<file path="config.mk">
export PLATFORM = sky130hd
export DESIGN_NAME = dns_query_filter_responder_flat
export DESIGN_NICKNAME = d
export VERILOG_FILES = /design/src/rtl/core/dnsqf_pkg.sv /design/src/rtl/core/dnsqf_in_if.sv /design/src/rtl/core/dnsqf_out_if.sv /design/src/rtl/core/dnsqf_parse.sv /design/src/rtl/core/dnsqf_emit.sv /design/src/rtl/core/dns_query_filter_responder.sv /design/src/flat_wrapper.sv
export SDC_FILE = /design/constraint.sdc
export NUM_CORES = 1
export LEC_CHECK = 0
export BUFFER_PORTS_ARGS = -buffer_cell sky130_fd_sc_hd__buf_2
export CAP_MARGIN = 5
export CORE_ASPECT_RATIO = 1.25
export CORE_UTILIZATION = 60
export DETAILED_ROUTE_END_ITERATION = 8
export GPL_ROUTABILITY_DRIVEN = 0
export GPL_TIMING_DRIVEN = 0
export PLACE_DENSITY = 0.8
export SLEW_MARGIN = 20
export SYNTH_ARGS = -nofsm -noshare
export SYNTH_HDL_FRONTEND = slang
export SYNTH_SLANG_ARGS = --single-unit
</file>
<file path="constraint.sdc">
create_clock -name clk -period 5.6 [get_ports clk]
set_input_delay 1.12 -clock clk [delete_from_list [all_inputs] [get_ports clk]]
set_output_delay 1.12 -clock clk [all_outputs]
set_load 0.05 [all_outputs]
</file>
<file path="src/rtl/core/dnsqf_pkg.sv">
`timescale 1ns / 1ps
// ============================================================================
// dnsqf_pkg
// Shared types, constants and the answer record table of the DNS responder.
// ============================================================================
package dnsqf_pkg;

  localparam int MAX_PACKET_BYTES = 128;
  localparam int ANSWER_LEN       = 16;

  localparam int BYTE_W    = 8;
  localparam int POS_W     = 8;
  localparam int LEN_W     = POS_W + 1;
  localparam int CFG_W     = 32;
  localparam int CFG_IDX_W = 1;
  localparam int ANS_IDX_W = $clog2(ANSWER_LEN);

  // Configuration register indexes.
  localparam logic [CFG_IDX_W-1:0] CFG_ANSWER_IP  = 1'd0;
  localparam logic [CFG_IDX_W-1:0] CFG_ANSWER_TTL = 1'd1;

  localparam logic [CFG_W-1:0] ANSWER_IP_RESET  = 32'd0;
  localparam logic [CFG_W-1:0] ANSWER_TTL_RESET = 32'd300;

  // Header layout and checks.
  localparam logic [POS_W-1:0] POS_FLAGS    = 8'd2;
  localparam logic [POS_W-1:0] POS_QD_HI    = 8'd4;
  localparam logic [POS_W-1:0] POS_QD_LO    = 8'd5;
  localparam logic [POS_W-1:0] POS_AN_HI    = 8'd6;
  localparam logic [POS_W-1:0] POS_AN_LO    = 8'd7;
  localparam logic [POS_W-1:0] POS_NS_HI    = 8'd8;
  localparam logic [POS_W-1:0] POS_AR_LO    = 8'd11;
  localparam logic [POS_W-1:0] HEADER_LEN   = 8'd12;
  localparam logic [POS_W-1:0] POS_MAX      = 8'hFF;
  localparam logic [BYTE_W-1:0] QR_BIT      = 8'h80;
  localparam logic [BYTE_W-1:0] OPCODE_BITS = 8'h78;
  localparam logic [15:0] QDCOUNT_ONE       = 16'h0001;
  localparam logic [15:0] TYPE_A            = 16'h0001;
  localparam logic [LEN_W-1:0] TYPE_TAIL    = 9'd4;
  localparam logic [LEN_W-1:0] LEN_LIMIT    = LEN_W'(MAX_PACKET_BYTES - ANSWER_LEN);

  // Fixed bytes of the answer record.
  localparam logic [BYTE_W-1:0] ANS_PTR_HI  = 8'hC0;
  localparam logic [BYTE_W-1:0] ANS_PTR_LO  = 8'h0C;
  localparam logic [BYTE_W-1:0] ANS_ZERO    = 8'h00;
  localparam logic [BYTE_W-1:0] ANS_ONE     = 8'h01;
  localparam logic [BYTE_W-1:0] ANS_RDLEN   = 8'h04;
  localparam logic [ANS_IDX_W-1:0] ANS_LAST_IDX = ANS_IDX_W'(ANSWER_LEN - 1);

  // Result of parsing one accepted payload beat.
  typedef struct packed {
    logic [BYTE_W-1:0] echo_byte;
    logic              last;
    logic              accept;
  } parse_res_t;

  // Byte k of the appended answer record.
  function automatic logic [BYTE_W-1:0] answer_byte(input logic [ANS_IDX_W-1:0] idx,
                                                    input logic [CFG_W-1:0] ttl,
                                                    input logic [CFG_W-1:0] ip);
    logic [BYTE_W-1:0] b;
    case (idx)
      4'd0:    b = ANS_PTR_HI;
      4'd1:    b = ANS_PTR_LO;
      4'd2:    b = ANS_ZERO;
      4'd3:    b = ANS_ONE;
      4'd4:    b = ANS_ZERO;
      4'd5:    b = ANS_ONE;
      4'd6:    b = ttl[31:24];
      4'd7:    b = ttl[23:16];
      4'd8:    b = ttl[15:8];
      4'd9:    b = ttl[7:0];
      4'd10:   b = ANS_ZERO;
      4'd11:   b = ANS_RDLEN;
      4'd12:   b = ip[31:24];
      4'd13:   b = ip[23:16];
      4'd14:   b = ip[15:8];
      default: b = ip[7:0];
    endcase
    return b;
  endfunction

endpackage

</file>
<file path="src/rtl/core/dnsqf_in_if.sv">
`timescale 1ns / 1ps
// ============================================================================
// dnsqf_in_if
// Query payload channel: one byte per beat with a last marker.
// ============================================================================
interface dnsqf_in_if;
  logic                         valid;
  logic                         ready;
  logic [dnsqf_pkg::BYTE_W-1:0] in_byte;
  logic                         in_last;

  modport source (output valid, output in_byte, output in_last, input ready);
  modport sink   (input valid, input in_byte, input in_last, output ready);
endinterface

</file>
<file path="src/rtl/core/dnsqf_out_if.sv">
`timescale 1ns / 1ps
// ============================================================================
// dnsqf_out_if
// Response channel: one byte per beat with last and keep markers.
// ============================================================================
interface dnsqf_out_if;
  logic                         valid;
  logic                         ready;
  logic [dnsqf_pkg::BYTE_W-1:0] out_byte;
  logic                         out_last;
  logic                         keep_frame;

  modport source (output valid, output out_byte, output out_last, output keep_frame,
                  input ready);
  modport sink   (input valid, input out_byte, input out_last, input keep_frame,
                  output ready);
endinterface

</file>
<file path="src/rtl/core/dnsqf_parse.sv">
`timescale 1ns / 1ps
// ============================================================================
// dnsqf_parse
// Per-byte header checks, name walk and frame decision on the last byte.
// ============================================================================
module dnsqf_parse (
  input  logic                         clk,
  input  logic                         rst_n,
  input  logic                         fire,
  input  logic [dnsqf_pkg::BYTE_W-1:0] in_byte,
  input  logic                         in_last,
  output dnsqf_pkg::parse_res_t        res
);

  logic [dnsqf_pkg::POS_W-1:0]  pos_r, pos_nxt;
  logic                         hdr_fault_r, hdr_fault_nxt;
  logic [15:0]                  qcount_r, qcount_nxt;
  logic [dnsqf_pkg::BYTE_W-1:0] skip_r, skip_nxt;
  logic                         end_found_r, end_found_nxt;
  logic [dnsqf_pkg::POS_W-1:0]  end_pos_r, end_pos_nxt;
  logic [23:0]                  recent_r, recent_nxt;
  logic [dnsqf_pkg::BYTE_W-1:0] echo;
  logic [dnsqf_pkg::LEN_W-1:0]  len;
  logic [15:0]                  qtype;
  logic                         accept;

  always_comb begin
    echo          = in_byte;
    hdr_fault_nxt = hdr_fault_r;
    qcount_nxt    = qcount_r;
    skip_nxt      = skip_r;
    end_found_nxt = end_found_r;
    end_pos_nxt   = end_pos_r;
    recent_nxt    = {recent_r[15:0], in_byte};

    case (pos_r) inside
      dnsqf_pkg::POS_FLAGS: begin
        if ((in_byte & (dnsqf_pkg::QR_BIT | dnsqf_pkg::OPCODE_BITS)) != '0) begin
          hdr_fault_nxt = 1'b1;
        end
        echo = in_byte | dnsqf_pkg::QR_BIT;
      end
      dnsqf_pkg::POS_QD_HI: qcount_nxt = {in_byte, qcount_r[7:0]};
      dnsqf_pkg::POS_QD_LO: qcount_nxt = {qcount_r[15:8], in_byte};
      dnsqf_pkg::POS_AN_HI, dnsqf_pkg::POS_AN_LO: begin
        if (in_byte != '0) begin
          hdr_fault_nxt = 1'b1;
        end
        echo = (pos_r == dnsqf_pkg::POS_AN_HI) ? qcount_r[15:8] : qcount_r[7:0];
      end
      [dnsqf_pkg::POS_NS_HI:dnsqf_pkg::POS_AR_LO]: begin
        if (in_byte != '0) begin
          hdr_fault_nxt = 1'b1;
        end
      end
      default: ;
    endcase

    // Label walk: a length byte loads the skip count, zero ends the name.
    if (pos_r >= dnsqf_pkg::HEADER_LEN && !end_found_r) begin
      if (skip_r == '0) begin
        if (in_byte == '0) begin
          end_found_nxt = 1'b1;
          end_pos_nxt   = pos_r;
        end else begin
          skip_nxt = in_byte;
        end
      end else begin
        skip_nxt = skip_r - 8'd1;
      end
    end

    pos_nxt = (pos_r == dnsqf_pkg::POS_MAX) ? pos_r : pos_r + 8'd1;

    len    = {1'b0, pos_r} + 9'd1;
    qtype  = recent_r[23:8];
    accept = !hdr_fault_nxt && (qcount_nxt == dnsqf_pkg::QDCOUNT_ONE) && end_found_nxt &&
             (len > ({1'b0, end_pos_nxt} + dnsqf_pkg::TYPE_TAIL)) &&
             (len <= dnsqf_pkg::LEN_LIMIT) && (qtype == dnsqf_pkg::TYPE_A);
  end

  always_ff @(posedge clk) begin
    if (!rst_n || (fire && in_last)) begin
      pos_r       <= '0;
      hdr_fault_r <= 1'b0;
      qcount_r    <= '0;
      skip_r      <= '0;
      end_found_r <= 1'b0;
      end_pos_r   <= '0;
      recent_r    <= '0;
    end else if (fire) begin
      pos_r       <= pos_nxt;
      hdr_fault_r <= hdr_fault_nxt;
      qcount_r    <= qcount_nxt;
      skip_r      <= skip_nxt;
      end_found_r <= end_found_nxt;
      end_pos_r   <= end_pos_nxt;
      recent_r    <= recent_nxt;
    end
  end

  assign res.echo_byte = echo;
  assign res.last      = in_last;
  assign res.accept    = accept;

endmodule

</file>
<file path="src/rtl/core/dnsqf_emit.sv">
`timescale 1ns / 1ps
// ============================================================================
// dnsqf_emit
// Output register and answer record sequencer.
// ============================================================================
module dnsqf_emit (
  input  logic                        clk,
  input  logic                        rst_n,
  input  logic                        fire,
  input  dnsqf_pkg::parse_res_t       res,
  input  logic [dnsqf_pkg::CFG_W-1:0] answer_ip,
  input  logic [dnsqf_pkg::CFG_W-1:0] answer_ttl,
  output logic                        take_ok,
  dnsqf_out_if.source                 out_ch
);

  logic                            vld_r, vld_nxt;
  logic [dnsqf_pkg::BYTE_W-1:0]    byte_r, byte_nxt;
  logic                            last_r, last_nxt;
  logic                            keep_r, keep_nxt;
  logic                            ans_act_r, ans_act_nxt;
  logic [dnsqf_pkg::ANS_IDX_W-1:0] ans_idx_r, ans_idx_nxt;
  logic                            drain;
  logic                            idx_end;

  assign drain   = vld_r && out_ch.ready;
  assign idx_end = (ans_idx_r == dnsqf_pkg::ANS_LAST_IDX);
  assign take_ok = !ans_act_r && (!vld_r || out_ch.ready);

  always_comb begin
    vld_nxt     = vld_r;
    byte_nxt    = byte_r;
    last_nxt    = last_r;
    keep_nxt    = keep_r;
    ans_act_nxt = ans_act_r;
    ans_idx_nxt = ans_idx_r;
    if (fire) begin
      vld_nxt  = 1'b1;
      byte_nxt = res.echo_byte;
      keep_nxt = 1'b0;
      if (res.last && res.accept) begin
        last_nxt    = 1'b0;
        ans_act_nxt = 1'b1;
        ans_idx_nxt = '0;
      end else begin
        last_nxt = res.last;
      end
    end else if (drain && ans_act_r) begin
      byte_nxt    = dnsqf_pkg::answer_byte(ans_idx_r, answer_ttl, answer_ip);
      last_nxt    = idx_end;
      keep_nxt    = idx_end;
      ans_act_nxt = !idx_end;
      ans_idx_nxt = ans_idx_r + 4'd1;
    end else if (drain) begin
      vld_nxt = 1'b0;
    end
  end

  always_ff @(posedge clk) begin
    if (!rst_n) begin
      vld_r     <= 1'b0;
      ans_act_r <= 1'b0;
      ans_idx_r <= '0;
    end else begin
      vld_r     <= vld_nxt;
      ans_act_r <= ans_act_nxt;
      ans_idx_r <= ans_idx_nxt;
    end
  end

  always_ff @(posedge clk) begin
    byte_r <= byte_nxt;
    last_r <= last_nxt;
    keep_r <= keep_nxt;
  end

  assign out_ch.valid      = vld_r;
  assign out_ch.out_byte   = byte_r;
  assign out_ch.out_last   = last_r;
  assign out_ch.keep_frame = keep_r;

endmodule

</file>
<file path="src/rtl/core/dns_query_filter_responder.sv">
`timescale 1ns / 1ps
// ============================================================================
// dns_query_filter_responder
// Echoes a DNS query as a response and appends a fixed A record when valid.
// ============================================================================
//
//  Channel   Dir  Handshake        Beat contents
//  in_ch     in   valid / ready    in_byte, in_last
//  out_ch    out  valid / ready    out_byte, out_last, keep_frame
//  cfg       in   cfg_we           cfg_index, cfg_wdata (answer IP, answer TTL)
//
// Each payload beat's rewritten echo is loaded into the output register at
// the accepting edge and offered in the next cycle, so a stream runs at one
// beat per cycle while the output is not stalled and no answer is being sent.
// A frame that passes the checks is followed by 16 answer beats; the input
// waits while they are sent through the single output register.
// Reset is synchronous and active low: it clears the frame state, empties the
// output register and loads the TTL register with 300 and the IP with zero.
// A stall on the output holds the output register and back-pressures input.
//
module dns_query_filter_responder (
  input  logic                            clk,
  input  logic                            rst_n,
  dnsqf_in_if.sink                        in_ch,
  dnsqf_out_if.source                     out_ch,
  input  logic                            cfg_we,
  input  logic [dnsqf_pkg::CFG_IDX_W-1:0] cfg_index,
  input  logic [dnsqf_pkg::CFG_W-1:0]     cfg_wdata
);

  logic [dnsqf_pkg::CFG_W-1:0] answer_ip_r;
  logic [dnsqf_pkg::CFG_W-1:0] answer_ttl_r;
  dnsqf_pkg::parse_res_t       res;
  logic                        take_ok;
  logic                        fire;

  // Configuration registers. The user must write them only while the block is
  // idle; the block does not enforce it. The answer sequencer reads them directly.
  always_ff @(posedge clk) begin
    if (!rst_n) begin
      answer_ip_r  <= dnsqf_pkg::ANSWER_IP_RESET;
      answer_ttl_r <= dnsqf_pkg::ANSWER_TTL_RESET;
    end else if (cfg_we) begin
      unique case (cfg_index)
        dnsqf_pkg::CFG_ANSWER_IP:  answer_ip_r  <= cfg_wdata;
        dnsqf_pkg::CFG_ANSWER_TTL: answer_ttl_r <= cfg_wdata;
        default: ;
      endcase
    end
  end

  // A beat is accepted whenever the output register can take its echo and
  // no answer record is being sent.
  assign in_ch.ready = take_ok;
  assign fire        = in_ch.valid && take_ok;

  dnsqf_parse u_parse (
    .clk     (clk),
    .rst_n   (rst_n),
    .fire    (fire),
    .in_byte (in_ch.in_byte),
    .in_last (in_ch.in_last),
    .res     (res)
  );

  dnsqf_emit u_emit (
    .clk        (clk),
    .rst_n      (rst_n),
    .fire       (fire),
    .res        (res),
    .answer_ip  (answer_ip_r),
    .answer_ttl (answer_ttl_r),
    .take_ok    (take_ok),
    .out_ch     (out_ch)
  );

endmodule

</file>
<file path="src/flat_wrapper.sv">
// flat-port wrapper written by rule: the top's interface ports become plain ports
module dns_query_filter_responder_flat 
  (clk, rst_n, cfg_we, cfg_index, cfg_wdata, in_ch_valid, in_ch_in_byte, in_ch_in_last, in_ch_ready, out_ch_valid, out_ch_out_byte, out_ch_out_last, out_ch_keep_frame, out_ch_ready);
  dnsqf_in_if in_ch_i ();
  dnsqf_out_if out_ch_i ();
  input  logic clk;
  input  logic rst_n;
  input  logic cfg_we;
  input  logic [dnsqf_pkg::CFG_IDX_W-1:0] cfg_index;
  input  logic [dnsqf_pkg::CFG_W-1:0] cfg_wdata;
  input wire logic [$bits(in_ch_i.valid)-1:0] in_ch_valid;
  input wire logic [$bits(in_ch_i.in_byte)-1:0] in_ch_in_byte;
  input wire logic [$bits(in_ch_i.in_last)-1:0] in_ch_in_last;
  output wire logic [$bits(in_ch_i.ready)-1:0] in_ch_ready;
  output wire logic [$bits(out_ch_i.valid)-1:0] out_ch_valid;
  output wire logic [$bits(out_ch_i.out_byte)-1:0] out_ch_out_byte;
  output wire logic [$bits(out_ch_i.out_last)-1:0] out_ch_out_last;
  output wire logic [$bits(out_ch_i.keep_frame)-1:0] out_ch_keep_frame;
  input wire logic [$bits(out_ch_i.ready)-1:0] out_ch_ready;
  assign in_ch_i.valid = in_ch_valid;
  assign in_ch_i.in_byte = in_ch_in_byte;
  assign in_ch_i.in_last = in_ch_in_last;
  assign in_ch_ready = in_ch_i.ready;
  assign out_ch_valid = out_ch_i.valid;
  assign out_ch_out_byte = out_ch_i.out_byte;
  assign out_ch_out_last = out_ch_i.out_last;
  assign out_ch_keep_frame = out_ch_i.keep_frame;
  assign out_ch_i.ready = out_ch_ready;
  dns_query_filter_responder u_core (.clk(clk), .rst_n(rst_n), .in_ch(in_ch_i), .out_ch(out_ch_i), .cfg_we(cfg_we), .cfg_index(cfg_index), .cfg_wdata(cfg_wdata));
endmodule
</file>
* Word level (Yosys, flattened, before mapping)
Cells that the tools add are included.
Word-level totals: bits of input ports 47, output and inout bits 12, logic and storage cells 128, flip-flop bits (word level) 146
Operators by class: bitwise operators 2, magnitude comparators 5, multiplexer cells 38, reduce and logical (&&, ||, !) cells 37, eq/ne operators 26, add/subtract/negate cells 5
Operators with widths (count):
- $mux 8 | 13
- $pmux 8 s12 | 1
- $eq 16x1->1 const B | 2
- $eq 4x4->1 const B | 8
- $eq 8x3->1 const B | 4
- $mux 16 | 2
- $mux 1 | 19
- $eq 4x3->1 const B | 4
- $ge 8x4->1 const B | 2
- $logic_not 8->1 | 2
- $reduce_bool 8->1 | 2
- $logic_and 1x1->1 | 13
- $mux 4 | 3
- $reduce_and 2->1 | 5
- $add 8x1->9 const B | 1
- $add 8x3->9 const B | 1
- $gt 9x9->1 | 1
- $le 9x7->1 const B | 1
- $add 8x1->8 const B | 1
- $eq 4x2->1 const B | 2
- $eq 8x2->1 const B | 1
- $eq 8x8->1 const B | 1
- $le 8x4->1 const B | 1
- $sub 8x1->8 const B | 1
- 12 further kinds | 22

* Depth between registers and ports, before layout
Gate-level depths: netlist of the first run.
depth in word-level cells 16, mapped depth 17, depth with buffers taken out 15

* Modules after synthesis
Synthesis of the first run repeated with hierarchy kept, for this count alone.
Unflattened totals: cell total of the unflattened synthesis 869, area total of the unflattened synthesis 7697.4 um^2
By module, submodules not included:
- dnsqf_parse | seq. area each 1321.3 um^2, area each 3783.6 um^2, instances 1, cells an instance 450
- dns_query_filter_responder | seq. area each 1281.2 um^2, area each 2542.4 um^2, instances 1, cells an instance 250
- dnsqf_emit | seq. area each 410.4 um^2, area each 1371.3 um^2, instances 1, cells an instance 169

* Least setup slack after synthesis of the first run
No wires, ideal clock.
path type input-to-reg, start point input in_ch_in_byte[1], end point register u_core.u_emit.ans_act_r, required time 5.484 ns, data arrival time 4.321 ns, stages on the path 14, setup slack 1.163 ns, cells stage by stage or4_4 -> nor4_4 -> nand2_1 -> clkbuf_1 -> clkbuf_1 -> nand2_1 -> o21ai_0 -> ha_1 -> a221o_1 -> a311oi_1 -> o221ai_1 -> o311ai_4 -> nor2_1 -> o211a_1
On the way: longest elaborated chain between the ends 16, elaborated cells between the ends (all ways) 29, those cells by class 1 x add/sub; 1 x order compare; 2 x eq/ne; 15 x mux; 10 x reduce/logical
Ends and longest elaborated chain:
- start: declaration | RTL line flat_wrapper.sv:12 | input wire logic [$bits(in_ch_i.in_byte)-1:0] in_ch_in_byte;
- branches (longest 10 deep; another with $add 8x3->9)
- $logic_and 1x1->1 (*) | RTL line dnsqf_parse.sv:77 | accept = !hdr_fault_nxt && (qcount_nxt == dnsqf_pkg::QDCOUNT_ONE) && end_found_nxt &&
- $logic_and 1x1->1 (*) | RTL line dnsqf_parse.sv:78 | (len > ({1'b0, end_pos_nxt} + dnsqf_pkg::TYPE_TAIL)) &&
- $logic_and 1x1->1 (*) | RTL line dnsqf_parse.sv:79 | (len <= dnsqf_pkg::LEN_LIMIT) && (qtype == dnsqf_pkg::TYPE_A);
- $logic_and 1x1->1 (*) | RTL line dnsqf_emit.sv:41 | if (res.last && res.accept) begin
- $ne 2x2->1 (no source line) (*)
- $reduce_and 2->1 (no source line) (*)
- end signal: assignment | RTL line dnsqf_emit.sv:66 | ans_act_r <= ans_act_nxt;
- end: declaration | RTL line dnsqf_emit.sv:21 | logic ans_act_r, ans_act_nxt;
Every way passes the cells marked *. A chain may end at the register's enable or synchronous reset.

* Worst setup path in the final report of the first run
start point register u_core.u_parse.pos_r[6] (netlist bit), end point register u_core.u_emit.last_r, in the netlist u_core.u_emit.out_ch.out_last (data pin)
On the way: longest elaborated chain between the ends 16, elaborated cells between the ends (all ways) 37, those cells by class 2 x add/sub; 5 x order compare; 6 x eq/ne; 14 x mux; 10 x reduce/logical
Ends and longest elaborated chain:
- start: declaration | RTL line dnsqf_parse.sv:15 | logic [dnsqf_pkg::POS_W-1:0] pos_r, pos_nxt;
- start signal: assignment | RTL line dnsqf_parse.sv:92 | pos_r <= pos_nxt;
- branches (longest 11 deep; another with $add 8x3->9)
- $logic_and 1x1->1 (*) | RTL line dnsqf_parse.sv:78
- $logic_and 1x1->1 (*) | RTL line dnsqf_parse.sv:79
- $logic_and 1x1->1 (*) | RTL line dnsqf_emit.sv:41
- $mux 1 (*) | RTL line dnsqf_emit.sv:41
- $mux 1 (*) | RTL line dnsqf_emit.sv:37 | if (fire) begin
- named net u_core.u_emit.last_nxt | RTL line dnsqf_emit.sv:19 | logic last_r, last_nxt;
- end signal: assignment | RTL line dnsqf_emit.sv:73 | last_r <= last_nxt;
- end: declaration | RTL line dnsqf_emit.sv:19
Mark *: on every way through the listed nets, which the timed path passes.

==> reports/metrics.cfg, run 1 <==
[outcome]
status=completed

[final_layout]
fill_cells=1031
area_growth_pct=14.1
layout.nets=1084
multiInputGateArea_mm2=0.00407
final-seq-area_mm2=0.00301
drive_above_1_share=0.115
antenna_cells=0

[clocking]
htreeDepth=4
clock_latency_ns=0.43
cts_setup_buffers=0
cts-resized-gates=0
clkSinkCount=146
clock_path_buffers=2
root_buffer=clkbuf_16
cts_hold_buf=0
numCtsBuffers=17
clk_pin_slew_worst_paths_ns=0.06
cts_tree=yes

[critical_path]
reg2reg_from=u_core.u_parse.pos_r[6]
crit-reg2reg-capture=u_core.u_emit.out_ch.out_last
crit_arrival_ns=5.35
worstSetupPathType=reg2reg
critPathCaptureType=register
crit_required_ns=5.84
rrSetupSlack_ns=0.49
ff2ff_path_depth=14
critPathLaunchType=register
crit_fanout=10

[timing]
timing.slew.headroom=0.252
drv_slew=0
finalHoldViolations=0
tns_ns=0
tightest_slew_ns=1.11
fmax_mhz=196
finClkSkew_ns=0.00788
fin_crit_ns=5.11
setup_viol=0
rsz0062_at_grt=no
finalWorstSetupSlack_ns=0.489
min_period_over_period=0.913

[drt]
antenna_left=0
vias_per_cell=5.98
drt_wl_total_um=20900
num_vias=7158
drt_iter0_drc=421
first_pass_iters=7
drc=0
post_drt_wl_per_cell_um=17.4

[synth]
synth_edf_count=9
syn_nets=1007
async_reset_ff_frac=0
ys_types=64
ys.warnings.count=0
synth-seq-area-share=0.405
synthCells=942
syn_area_mm2=0.00745
syn_avg_cell_area_um2=7.90
synthFlopType=dfxtp_1
synth-seq-cells=146

[global_routing]
antenna_found_initial=0
grt_max_degree=17
grt_usage=0.334
grt_first_pass_wirelength_um=32800
grt_pass1_vias=6731
grt_remaining_overflow=0

[min_path]
hp-start=u_core.u_parse.recent_r[21]
min_path_cells=2
hold_end=u_core.u_parse.recent_r[21]
hold_class=reg2reg

[placed_design]
portBuffers=58
place_ws_ns=0.353
hpwl_um=15200

[run]
maxCapViolations=0

[power_and_ir_drop]
powerDensity_mw_per_mm2=280
peakVddDrop_v=0.000256
p_leak_nw=3.05

[floorplanning]
die_height_um=127
io_pins=59
start_util=0.615
coreArea_mm2=0.0121
die_w_um=102
die_area_mm2=0.0129
rows=45

cell families after synthesis:
group	share of synthesized area
XOR/XNOR	0.0282
adder cells (fa/ha/maj)	0.0302
AO/OA/AOI/OAI	0.215
buffers and inverters	0.0482
flip-flops	0.405
AND/OR/NAND/NOR	0.238
multiplexers	0.0361
metal layers:
metal  GRT usage  share of wire  wire length (um)
met1       0.362           0.38              7910
met2       0.583           0.51             10600
met3      0.0733          0.064              1340
met4       0.201          0.046               962
met5           0              0                 0
per-stage QoR:
step	hold slack (ns)	power [mW]	cells	cell area (um^2)	util
finish	0.455	2.38	1196	8500	0.702
CTS	0.457	2.38	1196	8500	0.702
global placement	0.443	1.32	1164	7940	0.656
detailed placement	0.448	1.32	1164	7940	0.656
floorplan	0.432	1.24	942	7450	-
global route	0.474	2.45	1196	8500	0.702
Yosys cell counts, types with 2 or more instances:
library cell,n,share of area
a22oi_1,10,0.010
and2_1,2,0.0017
clkbuf_1,53,0.027
mux2i_1,22,0.030
mux2_2,3,0.0045
nand3_1,29,0.019
inv_1,14,0.0071
a221oi_1,7,0.0082
a21oi_1,82,0.055
nor2_1,61,0.031
a21boi_0,62,0.063
nor4_1,10,0.0084
nand3b_1,2,0.0020
dfxtp_1,137,0.37
o21a_1,2,0.0020
edfxtp_1,9,0.036
xnor2_1,15,0.018
a2111oi_0,3,0.0035
buf_6,5,0.0076
a222oi_1,2,0.0027
a31oi_1,5,0.0042
buf_2,5,0.0034
and3_1,8,0.0067
nor3b_1,2,0.0020
nand4b_1,3,0.0035
o211ai_1,4,0.0040
buf_4,2,0.0020
nor2b_1,5,0.0042
nor3_1,7,0.0047
a221o_1,2,0.0027
xor2_1,9,0.011
buf_1,3,0.0015
nand2b_1,6,0.0050
nand2_1,241,0.12
a22o_1,2,0.0024
nand4_1,7,0.0059
or4_4,3,0.0045
a211oi_1,13,0.013
or4_1,2,0.0020
ha_1,18,0.030
o21ai_0,40,0.027
nor4b_1,3,0.0035
critical path, cell delays in order (launching register included):
cell	delay, ns
dfxtp_1	0.29
clkbuf_1	0.20
nor4_1	0.94
a21oi_1	0.38
nand2_1	0.23
clkbuf_1	0.37
clkbuf_1	0.34
o21ai_0	0.16
ha_1	0.33
a221o_1	0.33
a311oi_1	0.25
o221ai_1	0.22
o311ai_4	0.48
nor3_1	0.13
o21ai_0	0.26
area by class of cell:
type                    instances  area share
multi-input cells             714       0.479
flip-flops and latches        146       0.354
clock buffers                  21      0.0565
plain buffers                  68      0.0361
repair buffers                 58      0.0342
well taps                     164      0.0241
clock inverters                11     0.00913
inverters                      14     0.00618
flip-flops by register name, summed over array words and instances, names as in the netlist:
| name | cells |
|---|---|
| u_core.answer_ip_r | 32 |
| u_core.u_parse.end_pos_r | 8 |
| u_core.u_emit.out_ch.keep_frame | 1 |
| u_core.answer_ttl_r | 32 |
| u_core.u_emit.ans_act_r | 1 |
| u_core.u_parse.pos_r | 8 |
| u_core.u_emit.out_ch.out_byte | 8 |
| u_core.u_emit.out_ch.out_last | 1 |
| u_core.u_emit.ans_idx_r | 4 |
| u_core.u_parse.skip_r | 8 |
| u_core.u_parse.hdr_fault_r | 1 |
| u_core.u_parse.recent_r | 24 |
| u_core.u_emit.out_ch.valid | 1 |
| u_core.u_parse.qcount_r | 16 |
| u_core.u_parse.end_found_r | 1 |
power by group:
group / leakage (nW) / total [mW] / switching, mW / internal [mW]
clock: 0.272 / 1.07 / 0.457 / 0.614
sequential: 1.20 / 1.11 / 0.0242 / 1.08
combinational: 1.58 / 0.197 / 0.135 / 0.0626
total: 3.05 / 2.38 / 0.616 / 1.76
cells in the final DEF (no fill, tap or decap), types with 3 or more instances in the layout:
cell | synthesis | final
xor2_1 | 9 | 9
clkinvlp_4 | 0 | 3
edfxtp_1 | 9 | 9
clkinv_2 | 0 | 4
clkbuf_1 | 53 | 53
nand3_1 | 29 | 29
a22oi_1 | 10 | 10
mux2_2 | 3 | 3
o21ai_0 | 40 | 40
clkbuf_8 | 0 | 4
a221oi_1 | 7 | 7
dfxtp_1 | 137 | 137
ha_1 | 18 | 18
buf_6 | 5 | 5
nor4b_1 | 3 | 3
o211ai_1 | 4 | 4
inv_1 | 14 | 14
clkbuf_16 | 0 | 17
nor3_1 | 7 | 7
nand2b_1 | 6 | 6
buf_1 | 3 | 3
a211oi_1 | 13 | 13
a21boi_0 | 62 | 62
mux2i_1 | 22 | 22
inv_6 | 0 | 3
a31oi_1 | 5 | 5
nor2_1 | 61 | 61
xnor2_1 | 15 | 15
a21oi_1 | 82 | 82
nor4_1 | 10 | 10
and3_1 | 8 | 8
buf_2 | 5 | 63
nor2b_1 | 5 | 5
or4_4 | 3 | 3
a2111oi_0 | 3 | 3
nand2_1 | 241 | 241
nand4b_1 | 3 | 3
nand4_1 | 7 | 7
how the worst max path moves through the flow:
| stage | from | endpoint | slack, ns | cells past startpoint |
|---|---|---|---|---|
| 2_1_floorplan | in_ch_in_byte[1] | u_core.u_emit.ans_act_r | 1.16 | 14 |
| 3_3_place_gp | in_ch_in_byte[1] | u_core.u_emit.out_ch.out_last | 0.37 | 15 |
| 3_5_place_dp | in_ch_in_byte[1] | u_core.u_emit.out_ch.out_last | 0.35 | 15 |
| 4_1_cts | u_core.u_parse.pos_r[6] | u_core.u_emit.out_ch.out_last | 0.58 | 14 |
| 5_1_grt | u_core.u_parse.pos_r[6] | u_core.u_emit.out_ch.out_last | 0.28 | 14 |
| 6_report | u_core.u_parse.pos_r[6] | u_core.u_emit.out_ch.out_last | 0.49 | 14 |
(Power assumes the default switching activity.)
==> run 2: changes to the inputs <==
--- a/config.mk
+++ b/config.mk
@@ -12,6 +12,7 @@
 export DETAILED_ROUTE_END_ITERATION = 8
 export GPL_ROUTABILITY_DRIVEN = 0
 export GPL_TIMING_DRIVEN = 0
+export MAX_ROUTING_LAYER = met4
 export PLACE_DENSITY = 0.8
 export SLEW_MARGIN = 20
 export SYNTH_ARGS = -nofsm -noshare
==> run 2 against run 1 <==
Against the previous run: register-to-register slack worse by 0.02 ns; die area unchanged; count of clock-buffer cells in the layout unchanged; sequential power about the same.
==> reports/metrics.cfg, run 2 (same netlist as run 1, synthesis figures left out) <==
[outcome]
status=completed

[critical_path]
critPathLaunch=u_core.u_parse.pos_r[6]
crit_path_top_delay_cell=nor4_1
crit_required_ns=5.83
crit-reg2reg-capture=u_core.u_emit.out_ch.out_last
ff2ff_path_depth=14
critPathCaptureType=register
worstSetupPathType=reg2reg
reg2reg_from=u_core.u_parse.pos_r[6]
crit_fanout=10
crit_path_end=u_core.u_emit.out_ch.out_last
critPathLaunchType=register
slowest_delay_ns=0.96
rrSetupSlack_ns=0.47
crit_path_frequent_cell=clkbuf_1
crit_arrival_ns=5.37
path_cells=clkbuf_1 -> nor4_1 -> a21oi_1 -> nand2_1 -> clkbuf_1 -> clkbuf_1 -> o21ai_0 -> ha_1 -> a221o_1 -> a311oi_1 -> o221ai_1 -> o311ai_4 -> nor3_1 -> o21ai_0

[clocking]
cts-resized-gates=0
cts_setup_buffers=0
root_buffer=clkbuf_16
cts_tree=yes
clkSinkCount=146
clock_latency_ns=0.43
clock_path_buffers=2
clk_pin_slew_worst_paths_ns=0.06
cts_hold_buf=0
htreeDepth=4
numCtsBuffers=17

[drt]
antenna_left=0
vias_per_cell=5.94
num_vias=7102
post_drt_wl_per_cell_um=17.5
drt_wl_total_um=20900
drt_iter0_drc=402
drc=0
first_pass_iters=7

[global_routing]
grt_max_degree=17
antenna_found_initial=0
grt_pass1_vias=6714
grt_usage=0.344
grt_remaining_overflow=0
grt_first_pass_wirelength_um=32800

[final_layout]
final_cell_mix=nand2_1 (241), dfxtp_1 (137), a21oi_1 (82)
antenna_cells=0
layout.nets=1084
drive_above_1_share=0.115
area_growth_pct=14.1
reg_top3=u_core.answer_ip_r x32, u_core.answer_ttl_r x32, u_core.u_parse.recent_r x24
final_common_cell=nand2_1

[power_and_ir_drop]
peakVddDrop_v=0.000256
p_leak_nw=3.05
powerDensity_mw_per_mm2=280
power_mw=2.38

[timing]
finalHoldViolations=0
min_period_over_period=0.917
timing.slew.headroom=0.234
tightest_slew_ns=1.14
fmax_mhz=195
drv_slew=0
rsz0062_at_grt=no
fin_crit_ns=5.13
setup_viol=0
tns_ns=0
finClkSkew_ns=0.00730

[floorplanning]
start_util=0.615
die_height_um=127
io_pins=59
die_w_um=102
rows=45
coreArea_mm2=0.0121
die_area_mm2=0.0129

[placed_design]
hpwl_um=15200
portBuffers=58

[min_path]
hold_class=reg2reg
hp-start=u_core.u_parse.recent_r[17]

[run]
maxCapViolations=0

-- run 2: worst min-delay path by stage --
stage                                  end  slack [ns]  cells after the start
3_3_place_gp   u_core.u_parse.recent_r[23]        0.44                      2
5_1_grt        u_core.u_parse.recent_r[21]        0.47                      2
2_1_floorplan   u_core.u_parse.recent_r[8]        0.43                      2
3_5_place_dp   u_core.u_parse.recent_r[21]        0.45                      2
4_1_cts        u_core.u_parse.recent_r[21]        0.46                      2
6_report       u_core.u_parse.recent_r[17]        0.46                      2
-- run 2: metal layers --
layer  GRT usage  up-vias  share of wire
li1            -     3438              -
met1       0.364     3287           0.38
met2       0.583      299           0.51
met3      0.0733       78          0.064
met4       0.201        0          0.045
met5           -        -              0
-- run 2: cell type report --
cell class | count | area, um^2
timing repair buffer | 58 | 290
clock buffer | 21 | 480
clock inverter | 11 | 77.6
sequential | 146 | 3010
inverter | 14 | 52.6
tap | 164 | 205
fill | 1031 | 3610
multi-input combinational | 714 | 4070
buffer | 68 | 307
-- run 2: worst max-delay path, delay by kind of cell, from the launching register on --
kind,cells,cell delay (ns)
fa+ha+maj,1,0.33
buf+inv,3,0.93
compound gates,7,2.08
flops,1,0.29
simple gates,3,1.31
-- run 2: metrics by stage --
step,cell area (um^2),cells,util,setup slack [ns],hold slack (ns)
final,8500,1196,0.702,0.466,0.460
after floorplan,7450,942,-,1.16,0.432
after global placement,7940,1164,0.656,0.365,0.443
after global routing,8500,1196,0.702,0.283,0.474
after detailed placement,7940,1164,0.656,0.353,0.448
after CTS,8500,1196,0.702,0.584,0.457
-- run 2: power breakdown --
group          internal [mW]  switching, mW
Clock                  0.614          0.457
Combinational         0.0626          0.135
Sequential              1.08         0.0242
Total                   1.76          0.617
